==> src/rtl/core/absv_pkg.sv <==
// Shared types, constants and the CRC step function for the slot validator.
`default_nettype none
package absv_pkg;

  // Slot geometry and header layout (byte offsets within a slot).
  localparam int SLOT_BYTES = 5120;
  localparam int POS_W      = $clog2(SLOT_BYTES);
  typedef logic [POS_W-1:0] pos_t;

  localparam pos_t POS_VERSION = pos_t'(4);
  localparam pos_t POS_COUNT   = pos_t'(6);
  localparam pos_t POS_SEQ     = pos_t'(8);
  localparam pos_t POS_GEN     = pos_t'(12);
  localparam pos_t POS_HDR_END = pos_t'(14);
  localparam pos_t POS_CRC_END = pos_t'(SLOT_BYTES - 4);
  localparam pos_t POS_LAST    = pos_t'(SLOT_BYTES - 1);

  localparam logic [31:0] CRC_POLY = 32'hEDB8_8320;
  localparam logic [31:0] CRC_INIT = 32'hFFFF_FFFF;

  // Event queue between the front and back parts.
  localparam int QDEPTH = 4;
  localparam int QPTR_W = $clog2(QDEPTH);
  localparam int QCNT_W = $clog2(QDEPTH + 1);

  // Configuration port.
  localparam int PADDR_W = 4;
  localparam logic [31:0] MAGIC_RESET       = 32'h4754_4F43;
  localparam logic [15:0] MAX_VERSION_RESET = 16'd1;
  localparam logic [9:0]  MAX_ENTRIES_RESET = 10'd512;

  typedef enum logic [1:0] {
    REG_MAGIC       = 2'd0,
    REG_MAX_VERSION = 2'd1,
    REG_MAX_ENTRIES = 2'd2
  } reg_idx_t;

  typedef enum logic [1:0] {
    CMD_RESTART = 2'd0,
    CMD_BYTE    = 2'd1,
    CMD_MARK    = 2'd2
  } cmd_t;

  typedef enum logic [1:0] {
    EV_RESTART = 2'd0,
    EV_MARK    = 2'd1,
    EV_SLOT    = 2'd2
  } ev_kind_t;

  typedef struct packed {
    logic [31:0] magic_word;
    logic [15:0] max_version;
    logic [9:0]  max_entries;
  } cfg_t;

  typedef struct packed {
    ev_kind_t    kind;
    logic        sidx;
    logic        valid;
    logic [31:0] seq;
    logic [15:0] count;
    logic [15:0] gen;
  } ev_t;

  typedef struct packed {
    logic        slot_valid;
    logic [31:0] slot_seq;
    logic [15:0] slot_count;
    logic [15:0] slot_gen;
    logic        became_best;
    logic        have_valid;
    logic        best_slot;
    logic [31:0] best_seq;
    logic        store_writable;
    logic        next_write_slot;
  } res_t;

  // One byte of the reflected CRC-32, bit by bit.
  function automatic logic [31:0] crc_byte(input logic [31:0] c_in, input logic [7:0] b);
    logic [31:0] c;
    c = c_in ^ {24'd0, b};
    for (int k = 0; k < 8; k++) begin
      c = c[0] ? ((c >> 1) ^ CRC_POLY) : (c >> 1);
    end
    return c;
  endfunction

endpackage
`default_nettype wire

==> src/rtl/core/absv_front.sv <==
// Front part: takes words, captures header fields, runs the CRC, queues events.
`default_nettype none
module absv_front (
  input  wire logic           clk,
  input  wire logic           rst,
  input  wire absv_pkg::cfg_t cfg,
  input  wire logic           in_valid,
  output logic                in_stall,
  input  wire logic [1:0]     cmd,
  input  wire logic [7:0]     data_byte,
  input  wire logic           slot_index,
  input  wire logic           q_full,
  output logic                q_push,
  output absv_pkg::ev_t       q_data
);

  absv_pkg::pos_t pos;
  logic [31:0]    crc;
  logic [31:0]    hdr_magic;
  logic [15:0]    hdr_version;
  logic [15:0]    hdr_count;
  logic [31:0]    hdr_seq;
  logic [15:0]    hdr_gen;
  logic [31:0]    stored_crc;

  logic        accept;
  logic        is_last;
  logic [31:0] stored_crc_next;
  logic        hdr_ok;

  assign in_stall = q_full;
  assign accept   = in_valid && !q_full;
  assign is_last  = (pos == absv_pkg::POS_LAST);

  assign stored_crc_next = {data_byte, stored_crc[31:8]};

  // All header bytes and the CRC are final by the last byte of the slot.
  assign hdr_ok = (hdr_magic == cfg.magic_word) &&
                  (hdr_version != 16'd0) &&
                  (hdr_version <= cfg.max_version) &&
                  (hdr_count <= {6'd0, cfg.max_entries}) &&
                  ((crc ^ absv_pkg::CRC_INIT) == stored_crc_next);

  always_comb begin
    q_push        = 1'b0;
    q_data.kind   = absv_pkg::EV_SLOT;
    q_data.sidx   = slot_index;
    q_data.valid  = hdr_ok;
    q_data.seq    = hdr_seq;
    q_data.count  = hdr_count;
    q_data.gen    = hdr_gen;
    unique case (cmd)
      absv_pkg::CMD_RESTART: begin
        q_push      = accept;
        q_data.kind = absv_pkg::EV_RESTART;
      end
      absv_pkg::CMD_MARK: begin
        q_push      = accept;
        q_data.kind = absv_pkg::EV_MARK;
      end
      absv_pkg::CMD_BYTE: begin
        q_push = accept && is_last;
      end
      default: begin
        q_push = 1'b0;
      end
    endcase
  end

  always_ff @(posedge clk) begin
    if (rst) begin
      pos <= '0;
      crc <= absv_pkg::CRC_INIT;
    end else if (accept) begin
      unique case (cmd)
        absv_pkg::CMD_RESTART, absv_pkg::CMD_MARK: begin
          pos <= '0;
          crc <= absv_pkg::CRC_INIT;
        end
        absv_pkg::CMD_BYTE: begin
          if (is_last) begin
            pos <= '0;
            crc <= absv_pkg::CRC_INIT;
          end else begin
            pos <= pos + absv_pkg::pos_t'(1);
            if (pos < absv_pkg::POS_CRC_END) begin
              crc <= absv_pkg::crc_byte(crc, data_byte);
            end
          end
        end
        default: begin
        end
      endcase
    end
  end

  // Header and stored CRC bytes are fully rewritten in every slot before use.
  always_ff @(posedge clk) begin
    if (accept && (cmd == absv_pkg::CMD_BYTE)) begin
      if (pos < absv_pkg::POS_VERSION) begin
        hdr_magic <= {data_byte, hdr_magic[31:8]};
      end else if (pos < absv_pkg::POS_COUNT) begin
        hdr_version <= {data_byte, hdr_version[15:8]};
      end else if (pos < absv_pkg::POS_SEQ) begin
        hdr_count <= {data_byte, hdr_count[15:8]};
      end else if (pos < absv_pkg::POS_GEN) begin
        hdr_seq <= {data_byte, hdr_seq[31:8]};
      end else if (pos < absv_pkg::POS_HDR_END) begin
        hdr_gen <= {data_byte, hdr_gen[15:8]};
      end
      if (pos >= absv_pkg::POS_CRC_END) begin
        stored_crc <= stored_crc_next;
      end
    end
  end

endmodule
`default_nettype wire

==> src/rtl/core/absv_queue.sv <==
// Short event queue in flops between the front and back parts.
`default_nettype none
module absv_queue (
  input  wire logic          clk,
  input  wire logic          rst,
  input  wire logic          push,
  input  wire absv_pkg::ev_t push_data,
  output logic               full,
  input  wire logic          pop,
  output logic               not_empty,
  output absv_pkg::ev_t      head
);

  absv_pkg::ev_t                entries [absv_pkg::QDEPTH];
  logic [absv_pkg::QPTR_W-1:0]  wr_ptr;
  logic [absv_pkg::QPTR_W-1:0]  rd_ptr;
  logic [absv_pkg::QCNT_W-1:0]  fill;

  assign full      = (fill == absv_pkg::QCNT_W'(absv_pkg::QDEPTH));
  assign not_empty = (fill != '0);
  assign head      = entries[rd_ptr];

  always_ff @(posedge clk) begin
    if (rst) begin
      wr_ptr <= '0;
      rd_ptr <= '0;
      fill   <= '0;
    end else begin
      if (push) begin
        wr_ptr <= wr_ptr + absv_pkg::QPTR_W'(1);
      end
      if (pop) begin
        rd_ptr <= rd_ptr + absv_pkg::QPTR_W'(1);
      end
      if (push && !pop) begin
        fill <= fill + absv_pkg::QCNT_W'(1);
      end else if (pop && !push) begin
        fill <= fill - absv_pkg::QCNT_W'(1);
      end
    end
  end

  always_ff @(posedge clk) begin
    if (push) begin
      entries[wr_ptr] <= push_data;
    end
  end

endmodule
`default_nettype wire

==> src/rtl/core/absv_back.sv <==
// Back part: applies queued events to the A/B selection and registers results.
`default_nettype none
module absv_back (
  input  wire logic          clk,
  input  wire logic          rst,
  input  wire logic          q_not_empty,
  input  wire absv_pkg::ev_t q_head,
  output logic               q_pop,
  output logic               out_valid,
  input  wire logic          out_stall,
  output absv_pkg::res_t     res
);

  logic [31:0] newest_seq;
  logic        newest_slot;
  logic        any_valid;
  logic        any_unreadable;

  logic [31:0] newest_seq_next;
  logic        newest_slot_next;
  logic        any_valid_next;
  logic        any_unreadable_next;

  logic        out_free;
  logic        is_slot;
  logic [31:0] seq_diff;
  logic        is_newer;
  logic        best;
  absv_pkg::res_t res_next;

  assign out_free = !out_valid || !out_stall;
  assign is_slot  = (q_head.kind == absv_pkg::EV_SLOT);
  // Events that produce no word never wait on the output side.
  assign q_pop    = q_not_empty && (!is_slot || out_free);

  // Wrapping order: newer when the difference is nonzero and below half range.
  assign seq_diff = q_head.seq - newest_seq;
  assign is_newer = (seq_diff != 32'd0) && !seq_diff[31];
  assign best     = q_head.valid && (!any_valid || is_newer);

  always_comb begin
    newest_seq_next     = newest_seq;
    newest_slot_next    = newest_slot;
    any_valid_next      = any_valid;
    any_unreadable_next = any_unreadable;
    unique case (q_head.kind)
      absv_pkg::EV_RESTART: begin
        newest_seq_next     = 32'd0;
        newest_slot_next    = 1'b0;
        any_valid_next      = 1'b0;
        any_unreadable_next = 1'b0;
      end
      absv_pkg::EV_MARK: begin
        any_unreadable_next = 1'b1;
      end
      absv_pkg::EV_SLOT: begin
        if (best) begin
          newest_seq_next  = q_head.seq;
          newest_slot_next = q_head.sidx;
          any_valid_next   = 1'b1;
        end
      end
      default: begin
      end
    endcase

    res_next.slot_valid      = q_head.valid;
    res_next.slot_seq        = q_head.seq;
    res_next.slot_count      = q_head.count;
    res_next.slot_gen        = q_head.gen;
    res_next.became_best     = best;
    res_next.have_valid      = any_valid_next;
    res_next.best_slot       = newest_slot_next;
    res_next.best_seq        = newest_seq_next;
    res_next.store_writable  = any_valid_next || !any_unreadable_next;
    res_next.next_write_slot = any_valid_next && !newest_slot_next;
  end

  always_ff @(posedge clk) begin
    if (rst) begin
      newest_seq     <= 32'd0;
      newest_slot    <= 1'b0;
      any_valid      <= 1'b0;
      any_unreadable <= 1'b0;
      out_valid      <= 1'b0;
    end else begin
      if (q_pop) begin
        newest_seq     <= newest_seq_next;
        newest_slot    <= newest_slot_next;
        any_valid      <= any_valid_next;
        any_unreadable <= any_unreadable_next;
      end
      if (q_pop && is_slot) begin
        out_valid <= 1'b1;
      end else if (!out_stall) begin
        out_valid <= 1'b0;
      end
    end
  end

  always_ff @(posedge clk) begin
    if (q_pop && is_slot) begin
      res <= res_next;
    end
  end

endmodule
`default_nettype wire

==> src/rtl/core/ab_slot_validator_selector.sv <==
// Top level of the record slot validator and A/B slot selector.
//
//   channel  | handshake               | payload
//   ---------+-------------------------+----------------------------------------------
//   input    | in_valid / in_stall     | cmd, data_byte, slot_index
//   output   | out_valid / out_stall   | slot_valid .. next_write_slot (one word/slot)
//   config   | APB psel/penable/pwrite | paddr, pwdata, prdata (magic, version, count)
//
// One input word is taken per cycle while in_stall is low; each word updates the front part
// (header capture and one byte of CRC), and a slot's summary is pushed with its last byte into a
// four-entry queue, then registered into the output register once that register is free.
// Input stalls only when that queue is full; the output register frees as soon as
// its word is taken. Reset is synchronous and clears the selection, the byte
// counter and the CRC; configuration returns to its reset values.
`default_nettype none
module ab_slot_validator_selector (
  input  wire logic                         clk,
  input  wire logic                         rst,
  input  wire logic                         psel,
  input  wire logic                         penable,
  input  wire logic                         pwrite,
  input  wire logic [absv_pkg::PADDR_W-1:0] paddr,
  input  wire logic [31:0]                  pwdata,
  output logic [31:0]                       prdata,
  output logic                              pready,
  input  wire logic                         in_valid,
  output logic                              in_stall,
  input  wire logic [1:0]                   cmd,
  input  wire logic [7:0]                   data_byte,
  input  wire logic                         slot_index,
  output logic                              out_valid,
  input  wire logic                         out_stall,
  output logic                              slot_valid,
  output logic [31:0]                       slot_seq,
  output logic [15:0]                       slot_count,
  output logic [15:0]                       slot_gen,
  output logic                              became_best,
  output logic                              have_valid,
  output logic                              best_slot,
  output logic [31:0]                       best_seq,
  output logic                              store_writable,
  output logic                              next_write_slot
);

  absv_pkg::cfg_t cfg;
  absv_pkg::ev_t  q_in;
  absv_pkg::ev_t  q_head;
  absv_pkg::res_t res;
  logic           q_push;
  logic           q_pop;
  logic           q_full;
  logic           q_not_empty;
  logic [1:0]     reg_idx;

  assign pready  = 1'b1;
  assign reg_idx = paddr[3:2];

  always_ff @(posedge clk) begin
    if (rst) begin
      cfg.magic_word  <= absv_pkg::MAGIC_RESET;
      cfg.max_version <= absv_pkg::MAX_VERSION_RESET;
      cfg.max_entries <= absv_pkg::MAX_ENTRIES_RESET;
    end else if (psel && penable && pwrite && pready) begin
      unique case (reg_idx)
        absv_pkg::REG_MAGIC:       cfg.magic_word  <= pwdata;
        absv_pkg::REG_MAX_VERSION: cfg.max_version <= pwdata[15:0];
        absv_pkg::REG_MAX_ENTRIES: cfg.max_entries <= pwdata[9:0];
        default: begin
        end
      endcase
    end
  end

  always_comb begin
    unique case (reg_idx)
      absv_pkg::REG_MAGIC:       prdata = cfg.magic_word;
      absv_pkg::REG_MAX_VERSION: prdata = {16'd0, cfg.max_version};
      absv_pkg::REG_MAX_ENTRIES: prdata = {22'd0, cfg.max_entries};
      default:                   prdata = 32'd0;
    endcase
  end

  absv_front u_front (
    .clk        (clk),
    .rst        (rst),
    .cfg        (cfg),
    .in_valid   (in_valid),
    .in_stall   (in_stall),
    .cmd        (cmd),
    .data_byte  (data_byte),
    .slot_index (slot_index),
    .q_full     (q_full),
    .q_push     (q_push),
    .q_data     (q_in)
  );

  absv_queue u_queue (
    .clk       (clk),
    .rst       (rst),
    .push      (q_push),
    .push_data (q_in),
    .full      (q_full),
    .pop       (q_pop),
    .not_empty (q_not_empty),
    .head      (q_head)
  );

  absv_back u_back (
    .clk         (clk),
    .rst         (rst),
    .q_not_empty (q_not_empty),
    .q_head      (q_head),
    .q_pop       (q_pop),
    .out_valid   (out_valid),
    .out_stall   (out_stall),
    .res         (res)
  );

  assign slot_valid      = res.slot_valid;
  assign slot_seq        = res.slot_seq;
  assign slot_count      = res.slot_count;
  assign slot_gen        = res.slot_gen;
  assign became_best     = res.became_best;
  assign have_valid      = res.have_valid;
  assign best_slot       = res.best_slot;
  assign best_seq        = res.best_seq;
  assign store_writable  = res.store_writable;
  assign next_write_slot = res.next_write_slot;

endmodule
`default_nettype wire

==> config.mk <==
export PLATFORM = sky130hd
export DESIGN_NAME = ab_slot_validator_selector
export DESIGN_NICKNAME = d
export VERILOG_FILES = /design/src/rtl/core/absv_pkg.sv /design/src/rtl/core/absv_front.sv /design/src/rtl/core/absv_queue.sv /design/src/rtl/core/absv_back.sv /design/src/rtl/core/ab_slot_validator_selector.sv
export SDC_FILE = /design/constraint.sdc
export NUM_CORES = 1
export LEC_CHECK = 0
export BUFFER_PORTS_ARGS = -buffer_cell sky130_fd_sc_hd__buf_2
export CAP_MARGIN = 20
export CORE_UTILIZATION = 43
export DETAILED_ROUTE_END_ITERATION = 16
export PLACE_DENSITY_LB_ADDON = 0.12
export RECOVER_POWER = 100
export SLEW_MARGIN = 0
export SYNTH_ARGS = -nofsm -noshare
export SYNTH_HDL_FRONTEND = slang
export SYNTH_SLANG_ARGS = --single-unit
==> constraint.sdc <==
create_clock -name clk -period 7.05 [get_ports clk]
set_input_delay 1.41 -clock clk [delete_from_list [all_inputs] [get_ports clk]]
set_output_delay 1.41 -clock clk [all_outputs]
set_load 0.05 [all_outputs]
Word level (Yosys, flattened, before mapping)
Memory sizes are Yosys's and may differ from the RTL's. A register that Yosys moved wholly into a read port is not among the register bits.
Cells that the tools add are included.

cells by class
  equality and inequality tests = 12
  multiplexer cells = 31
  reductions and logical operators = 50
  $add $sub $neg = 6
  $lt $le $gt $ge = 9
  bitwise operators = 14

operator list
  cell                     count
  $mux W32                 11
  $pmux W32 S2             2
  $not A13 Y14             8
  $pmux W32 S3             1
  $eq A32 B32 Y1           2
  $lt A13 B4 Y1 const B    3
  $not A32 Y32             1
  $reduce_bool A32 Y1      1
  $sub A32 B32 Y32         1
  $xor A32 B8 Y32          1
  $lt A13 B3 Y1 const B    2
  $pmux W13 S2             1
  $le A16 B10 Y1           1
  $le A16 B16 Y1           1
  $logic_and A1 B1 Y1      16
  $reduce_bool A16 Y1      1
  $add A13 B1 Y13 const B  1
  $eq A13 B13 Y1 const B   1
  $ge A13 B13 Y1 const B   1
  $lt A13 B13 Y1 const B   1
  $mux W13                 1
  $reduce_and A2 Y1        6
  $logic_not A1 Y1         10
  $pmux W1 S2              4
  other kinds (22)         44

word-level totals
  output and inout bits = 137
  memories kept = 1
  bits in writable memories = 272
  bits in registers = 392
  input bits = 54

memories
  memory           depth  width  rd ports  clocked after Yosys merged registers in  write ports  RTL line          source
  u_queue.entries  4      68     1         1                                        1            absv_queue.sv:14  absv_pkg::ev_t entries [absv_pkg::QDEPTH];

Longest topological paths before layout
Gate-level depths: netlist of the first run.

  word-level depth = 20
  gate-level depth with buffers = 19
  mapped depth without buffers = 14

Cells and area by module
Synthesis of the first run repeated with hierarchy kept, for this count alone.

second synthesis, totals
  cells, all modules = 1924
  area, all modules = 28274.6 um2

modules (own cells, without submodules)
  module                      times used  sequential area each (um2)  area each (um2)  cells each
  absv_queue                  1           8348.0                      10266.1          400
  absv_front                  1           4984.8                      8137.8           598
  absv_back                   1           3783.6                      7023.0           622
  ab_slot_validator_selector  1           1161.1                      2847.7           304

Worst setup path before layout of the first run
Ideal clock, no wire load.

  path kind = register -> register
  start point = register (tool-made name)
  end point = register u_back.newest_seq[22]
  data arrival time = 5.710 ns
  buffers on the path = 3
  cell stages (with the launch flop) = 12
  required time = 6.964 ns
  slack = 1.254 ns
  library setup time = 0.086 ns
  cell sequence = dfxtp_1 > clkbuf_1 > mux4_2 > and2_1 > clkbuf_1 > a31oi_1 > nand2_1 > inv_1 > clkbuf_1 > nand3b_1 > o32a_2 > o31ai_2

RTL lines
  what                    RTL line         source
  end signal: assignment  absv_back.sv:88  newest_seq <= newest_seq_next;
  end: declaration        absv_back.sv:14  logic [31:0] newest_seq;

==> results of run 1 <==
[layout make-up]
class / instances / area [µm²]
Multi-Input combinational cell: 1367 / 10100
Sequential cell: 658 / 18300
Tap cell: 873 / 1090
Inverter: 72 / 273
Clock buffer: 99 / 1970
Timing Repair Buffer: 225 / 1080
Clock inverter: 30 / 357
Fill cell: 5897 / 34000
Antenna cell: 1 / 2.50
[per-layer routing]
layer,vias to the layer above,share of wire (%)
met4,0,3.2
met2,428,48
li1,8600,-
met1,9092,44
met3,114,4.6
met5,-,0
[worst min path at each step]
stage | slack, ns | start | end | cells past startpoint
CTS | 0.47 | u_front.stored_crc[27]$_DFFE_PP_ | u_front.stored_crc[19]$_DFFE_PP_ | 0
floorplan | 0.45 | u_front.hdr_magic[8]$_DFFE_PP_ | u_front.hdr_magic[0]$_DFFE_PP_ | 0
global route | 0.48 | u_front.hdr_magic[28]$_DFFE_PP_ | u_front.hdr_magic[20]$_DFFE_PP_ | 0
detailed placement | 0.45 | u_front.hdr_magic[19]$_DFFE_PP_ | u_front.hdr_magic[11]$_DFFE_PP_ | 0
finish | 0.47 | u_front.stored_crc[27]$_DFFE_PP_ | u_front.stored_crc[19]$_DFFE_PP_ | 0
global placement | 0.45 | u_front.hdr_magic[29]$_DFFE_PP_ | u_front.hdr_magic[21]$_DFFE_PP_ | 0
[sequential cells by signal, indices dropped and copies added (netlist names), 13 cells and up, named ones only]
| register | flops |
|---|---|
| u_back.res | 102 |
| u_front.hdr_count | 16 |
| u_back.newest_seq | 32 |
| u_front.hdr_version | 16 |
| u_front.hdr_gen | 16 |
| cfg | 58 |
| u_front.hdr_seq | 32 |
| u_front.pos | 13 |
| u_front.hdr_magic | 32 |
| u_front.crc | 32 |
| u_front.stored_crc | 24 |
| u_queue.entries | 272 |
[metrics by stage]
step	std cells	hold WS [ns]	cell area, µm²	power, W	util [%]
CTS	3321	0.466	33500	0.0131	49.9
global route	3324	0.476	33100	0.0135	49.3
floorplan	2217	0.447	29200	0.00813	-
detailed placement	3192	0.455	31200	0.00935	46.4
finish	3325	0.466	33100	0.0129	49.3
global placement	3190	0.450	31100	0.00931	46.3
[layout by cell type (no fill, tap or decap), types with 12 or more instances in the layout]
cell	synthesis	routed
xnor2_1	91	91
nand3_1	80	80
a21oi_1	118	118
and2_0	0	18
mux2_1	32	33
o21a_1	24	24
xor2_1	69	69
clkinv_1	0	12
a21o_1	14	14
nor4_1	23	23
edfxtp_1	510	510
nand4_1	33	33
buf_2	4	55
nand2b_1	70	70
inv_1	72	71
nand3b_1	52	52
clkbuf_1	90	166
nand2_1	244	244
mux2i_1	24	24
nor2_1	91	90
clkbuf_16	0	73
dfxtp_1	148	147
o21ai_0	61	62
o31ai_1	6	28
buf_4	6	15
mux4_2	67	67
o32a_1	27	27
ha_1	64	64
[cells by family (layout without fill, tap and decap cells)]
| kind of cell | count (synthesis) | count (layout) | share of synthesized area, % |
|---|---|---|---|
| multiplexers | 124 | 124 | 7.26 |
| AO/OA/AOI/OAI | 343 | 343 | 8.29 |
| buffers and inverters | 192 | 426 | 2.69 |
| AND/OR/NAND/NOR | 673 | 673 | 11.5 |
| adder cells (fa/ha/maj) | 66 | 66 | 2.88 |
| other | 1 | 2 | 0.0128 |
| XOR/XNOR | 160 | 160 | 4.80 |
| flip-flops | 658 | 658 | 62.6 |
[power breakdown]
part	total [W]	internal (W)	switching, W
Combinational	0.00435	0.00136	0.00299
Sequential	0.00481	0.00461	0.000199
Clock	0.00371	0.00219	0.00152
[worst max-delay path: cells and delay by family (launching register included)]
kind | cells | cell delay, ns
buffers and inverters | 2 | 1.01
DFF | 1 | 0.43
muxes | 2 | 1.10
adders and majority gates | 1 | 0.49
and+or+nand+nor | 4 | 1.43
AOI/OAI and AO/OA | 5 | 1.54
==> run metrics, run 1 <==
DP HPWL=47.0 mm; status=finished with violations; time the worst path needs with I/O delays and setup=6.17 ns; io pins=191; worst reg2reg path endpoint=u_back.res[22]$_DFFE_PP_; met3 usage=3.13%; Max IR drop VDD=0.190 mV; most used cell, CP=a21oi_1; Slew Limit Fails=434; Synth Instances=2,217; area leader, netlist=edfxtp_1; clk_skew=0.0235 ns; share of cells above drive strength 1=11.1%; Post-synth top cells=edfxtp_1 (510), nand2_1 (244), dfxtp_1 (148); Worst EP required=7.50 ns; DP Worst Slack=1.34 ns; synth top area cells=edfxtp_1 (52%), dfxtp_1 (10%), mux4_2 (5.2%), nand2_1 (3.1%), ha_1 (2.7%); M1 GR Usage=27.1%; Area Overhead vs Synth=13.4%; clk buf depth=3; slowest cell on the critical path=mux4_2; chip height=263 µm; vias in the first global route=18,200; DRC violations left=0; 1st-iter DRT viols=1,308; All-Layer GR Usage=20.5%; Max-slew headroom=-112%; Synth cell types=78; post_cts resized=0; core box area=67,200 µm²; final wirelength=71.0 mm; drt pass-1 iters=5; clk slew on worst S/H paths=0.06 ns; RSZ-0062 raised after global routing=no; via count=18,200; total CTS buffers=71; Die Width=263 µm; wire length per cell=21.3 µm; largest net degree at the start of global routing=114; Max-Cap Viols=12; P_leak=10.8 nW; die area=69,000 µm²; total congestion overflow=0; worst path arrival time=6.62 ns; Post-synth EDFFs=510; GR peak layer=met2; CP Max Fanout=27; #FFs+latches synth=658; PortBufs=187; postcts setup bufs=0; period utilization=87.5%; worst setup path end=u_back.res[22]$_DFFE_PP_; top-count cell post-synth=edfxtp_1; clock tree from TritonCTS=done; startpoint class of the critical path=flop; PD cells=388 nW/µm²; final setup vio count=0; critical setup path kind=reg -> reg; Synthesis Warnings=0; critical path, cell by cell=clkbuf_1 -> mux4_2 -> ha_1 -> a21oi_1 -> o21ai_1 -> a31oi_1 -> nor2b_1 -> a21oi_1 -> or3_1 -> a2111oi_0 -> and4_2 -> buf_12 -> mux2_1 -> nand2_1; final hold vios=0; Worst-Margin Slew=3.17 ns; setup ws final=0.880 ns; Seq/Total Area, Yosys=62.6%; met2 GRT Util=33.7%; top-area cell type share of the netlist area=52.4%; Site Rows=95; initial antenna violation count=2; crit-path max cell delay=0.76 ns; Post-Syn Nets=2,337; Worst R2R Setup Slack=0.88 ns; setup tns final=0 ns; ys async rst share=0%; via/cell ratio=5.48; top_reg_cell synth=edfxtp_1; Post-DRT Antenna Nets=0; syn_area_per_cell=13.2 µm²; top achievable clock speed=0.162 GHz; CTS Sinks=658; Worst-Skew Late Latency=0.61 ns; final net count=2,515; first-pass GRT wire length=108 mm; Root Buffer=clkbuf_16; FF-to-FF path depth=14; CTS Hold Buffers Added=0; worst min path class=reg -> reg; kind of end point of the critical path=flop; global placer's final weighted congestion=0.877; Post-Syn Area=29,200 µm²; CTS H-tree lvls=3; failing checks=max-capacitance violations, max-slew violations; Initial Utilization=43.5%
No activity file was read; power rests on OpenSTA's default activity.
==> run 2, diff against run 1 <==
--- a/config.mk
+++ b/config.mk
@@ -14,4 +14,5 @@
 export SLEW_MARGIN = 0
 export SYNTH_ARGS = -nofsm -noshare
 export SYNTH_HDL_FRONTEND = slang
+export SYNTH_HIERARCHICAL = 1
 export SYNTH_SLANG_ARGS = --single-unit
==> run 2 against run 1 <==
The flow still finishes with violations (max-capacitance violations, max-slew violations). Power is 4.8% lower. Sequential power fell by 1%. Cell count decreased by 8.8%. Critical endpoint is now u_back/res[4]$_DFFE_PP_. Largest power group unchanged.
==> run metrics, run 2 <==
Max-Cap Viols=11; PortBufs=187; failing checks=max-capacitance violations, max-slew violations; core box area=64,700 µm²; top-count cell post-synth=edfxtp_1; DP HPWL=43.7 mm; Post-Syn Area=28,300 µm²; Site Rows=93; period utilization=84.7%; Die Width=258 µm; final wirelength=65.4 mm; Final Instance Count excl. Fillers=3,034; drt pass-1 iters=5; Post-DRT Antenna Nets=0; Synthesis Warnings=6; postcts setup bufs=0; RSZ-0062 raised after global routing=no; initial antenna violation count=2; global placer's final weighted congestion=0.853; first-pass GRT wire length=99.5 mm; Max IR drop VDD=0.222 mV; clock tree from TritonCTS=done; largest net degree at the start of global routing=114; Post-synth EDFFs=510; chip height=258 µm; commonest non-fill, non-tap cell in the layout=edfxtp_1; vias in the first global route=16,400; Post-Syn Nets=2,043; area leader, netlist=edfxtp_1; All-Layer GR Usage=19.7%; Worst EP required=7.39 ns; top-area cell type share of the netlist area=54.2%; clk slew on worst S/H paths=0.06 ns; clk buf depth=3; total congestion overflow=0; via/cell ratio=5.32; 1st-iter DRT viols=956; PD cells=381 nW/µm²; clk_skew=0.0250 ns; Area Overhead vs Synth=13.8%; ys async rst share=0%; #FFs+latches synth=658; Synth Instances=1,924; kind of end point of the critical path=flop; CTS Hold Buffers Added=0; via count=16,200; worst path arrival time=6.31 ns; CTS Sinks=658; Synth cell types=90; io pins=191; total CTS buffers=71; CP Max Fanout=34; DRC violations left=0; Seq/Total Area, Yosys=64.6%; combinational power share=29.3%; die area=66,800 µm²; Worst-Skew Late Latency=0.62 ns; final setup vio count=0; Psw=0.00413 W; final hold vios=0; final net count=2,239; Root Buffer=clkbuf_16; Most flops, register=u_queue/entries; Top Registers=u_queue/entries (272), u_back/res (102), cfg (58); critical setup path kind=reg -> reg; sequential power share=38.7%; P_int=0.00812 W; Max-slew headroom=-165%; commonest cells after routing, fill and taps aside=edfxtp_1 (510), clkbuf_1 (167), dfxtp_1 (146); startpoint class of the critical path=flop; share of cells above drive strength 1=12.1%; syn_area_per_cell=14.7 µm²; fillers=5,685; Slew Limit Fails=458; CTS H-tree lvls=3; P_leak=10.7 nW; max reg flops=272; worst min path class=reg -> reg; wire length per cell=21.6 µm; Post-synth top cells=edfxtp_1 (510), dfxtp_1 (148), nor2_1 (102); post_cts resized=0; switching portion of total power=33.7%; Worst-Margin Slew=3.98 ns; Placed Cells=2,902; setup tns final=0 ns; synth top area cells=edfxtp_1 (54%), dfxtp_1 (10%), mux4_2 (5.4%), mux2i_1 (2.8%), ha_1 (2.8%); status=finished with violations; Initial Utilization=43.7%; time the worst path needs with I/O delays and setup=5.97 ns; top_reg_cell synth=edfxtp_1; top achievable clock speed=0.168 GHz; Clk pwr share=32.0%
## run 2: cell count changes after synthesis, moves of 53 or more
cell,previous run,this run
nand2_1,244,48
mux2i_1,24,80
a21oi_1,118,53
clkbuf_1,90,37
a22o_1,1,66
nand3_1,80,23
## run 2: power groups by stage
stage	combinational [W]	sequential, W	clock (W)
floorplan	0.00221	0.00532	0
finish	0.00358	0.00474	0.00392
global placement	0.00365	0.00481	0
detailed placement	0.00365	0.00481	0
global route	0.00387	0.00477	0.00416
CTS	0.00367	0.00473	0.00401
## run 2: cell families after synthesis
logic type	share of synthesized area [%]
adder cells (fa/ha/maj)	2.93
AND/OR/NAND/NOR	8.40
buffers and inverters	3.04
flip-flops	64.6
XOR/XNOR	5.31
multiplexers	8.29
other	0.0133
AO/OA/AOI/OAI	7.39
## run 2: worst max-delay path, stage by stage, from the launching register on
cell and delay (ns):
dfxtp_4 0.52, clkbuf_1 0.54, mux4_2 0.72, ha_1 0.51, a21o_1 0.26, o21bai_1 0.20
o31ai_1 0.49, o2111ai_1 0.26, nor4_1 0.35, nand4_1 0.21, a2111o_1 0.53, nor3_1 0.40
nor3_2 0.06, buf_4 0.27, a22o_1 0.34
## run 2: area by class of cell
type                            instances  area (µm²)  share of cell area (%)
Antenna cell                            1        2.50                 0.00778
Clock buffer                           92        1930                    5.99
Clock inverter                         39         547                    1.70
Inverter                               79         299                   0.930
Multi-Input combinational cell       1096        9130                    28.4
Sequential cell                       658       18300                    56.8
Tap cell                              855        1070                    3.33
Timing Repair Buffer                  214         907                    2.82
## run 2: path summary, 6_finish.rpt
path              slack, ns                             from                              end  depth (start not counted)
hold reg to reg        0.46  u_front/hdr_magic[21]$_DFFE_PP_  u_front/hdr_magic[13]$_DFFE_PP_                          0
setup reg to reg       1.08                             flop          u_back/res[4]$_DFFE_PP_                         14
hold / removal         0.46  u_front/hdr_magic[21]$_DFFE_PP_  u_front/hdr_magic[13]$_DFFE_PP_                          0
setup / recovery       1.08                             flop          u_back/res[4]$_DFFE_PP_                         14
## run 2: layer usage
layer | up-vias | global-route usage [%] | part of all wire (%)
li1 | 7685 | - | -
met1 | 8037 | 27.2 | 46
met2 | 355 | 31.8 | 48
met3 | 74 | 3.16 | 4.4
met4 | 0 | 6.46 | 2.1
met5 | - | 0 | 0
## run 2: metrics by stage
stage          power (W)  setup slack [ns]  instance area [µm²]  hold WS [ns]  utilization [%]
6_report          0.0122              1.08                32200         0.460             49.7
5_1_grt           0.0128             0.601                32200         0.476             49.7
4_1_cts           0.0124              1.18                32400         0.458             50.1
3_5_place_dp     0.00846              1.20                30000         0.454             46.3
3_3_place_gp     0.00845              1.17                30000         0.449             46.3
2_1_floorplan    0.00753              2.14                28300         0.447                -
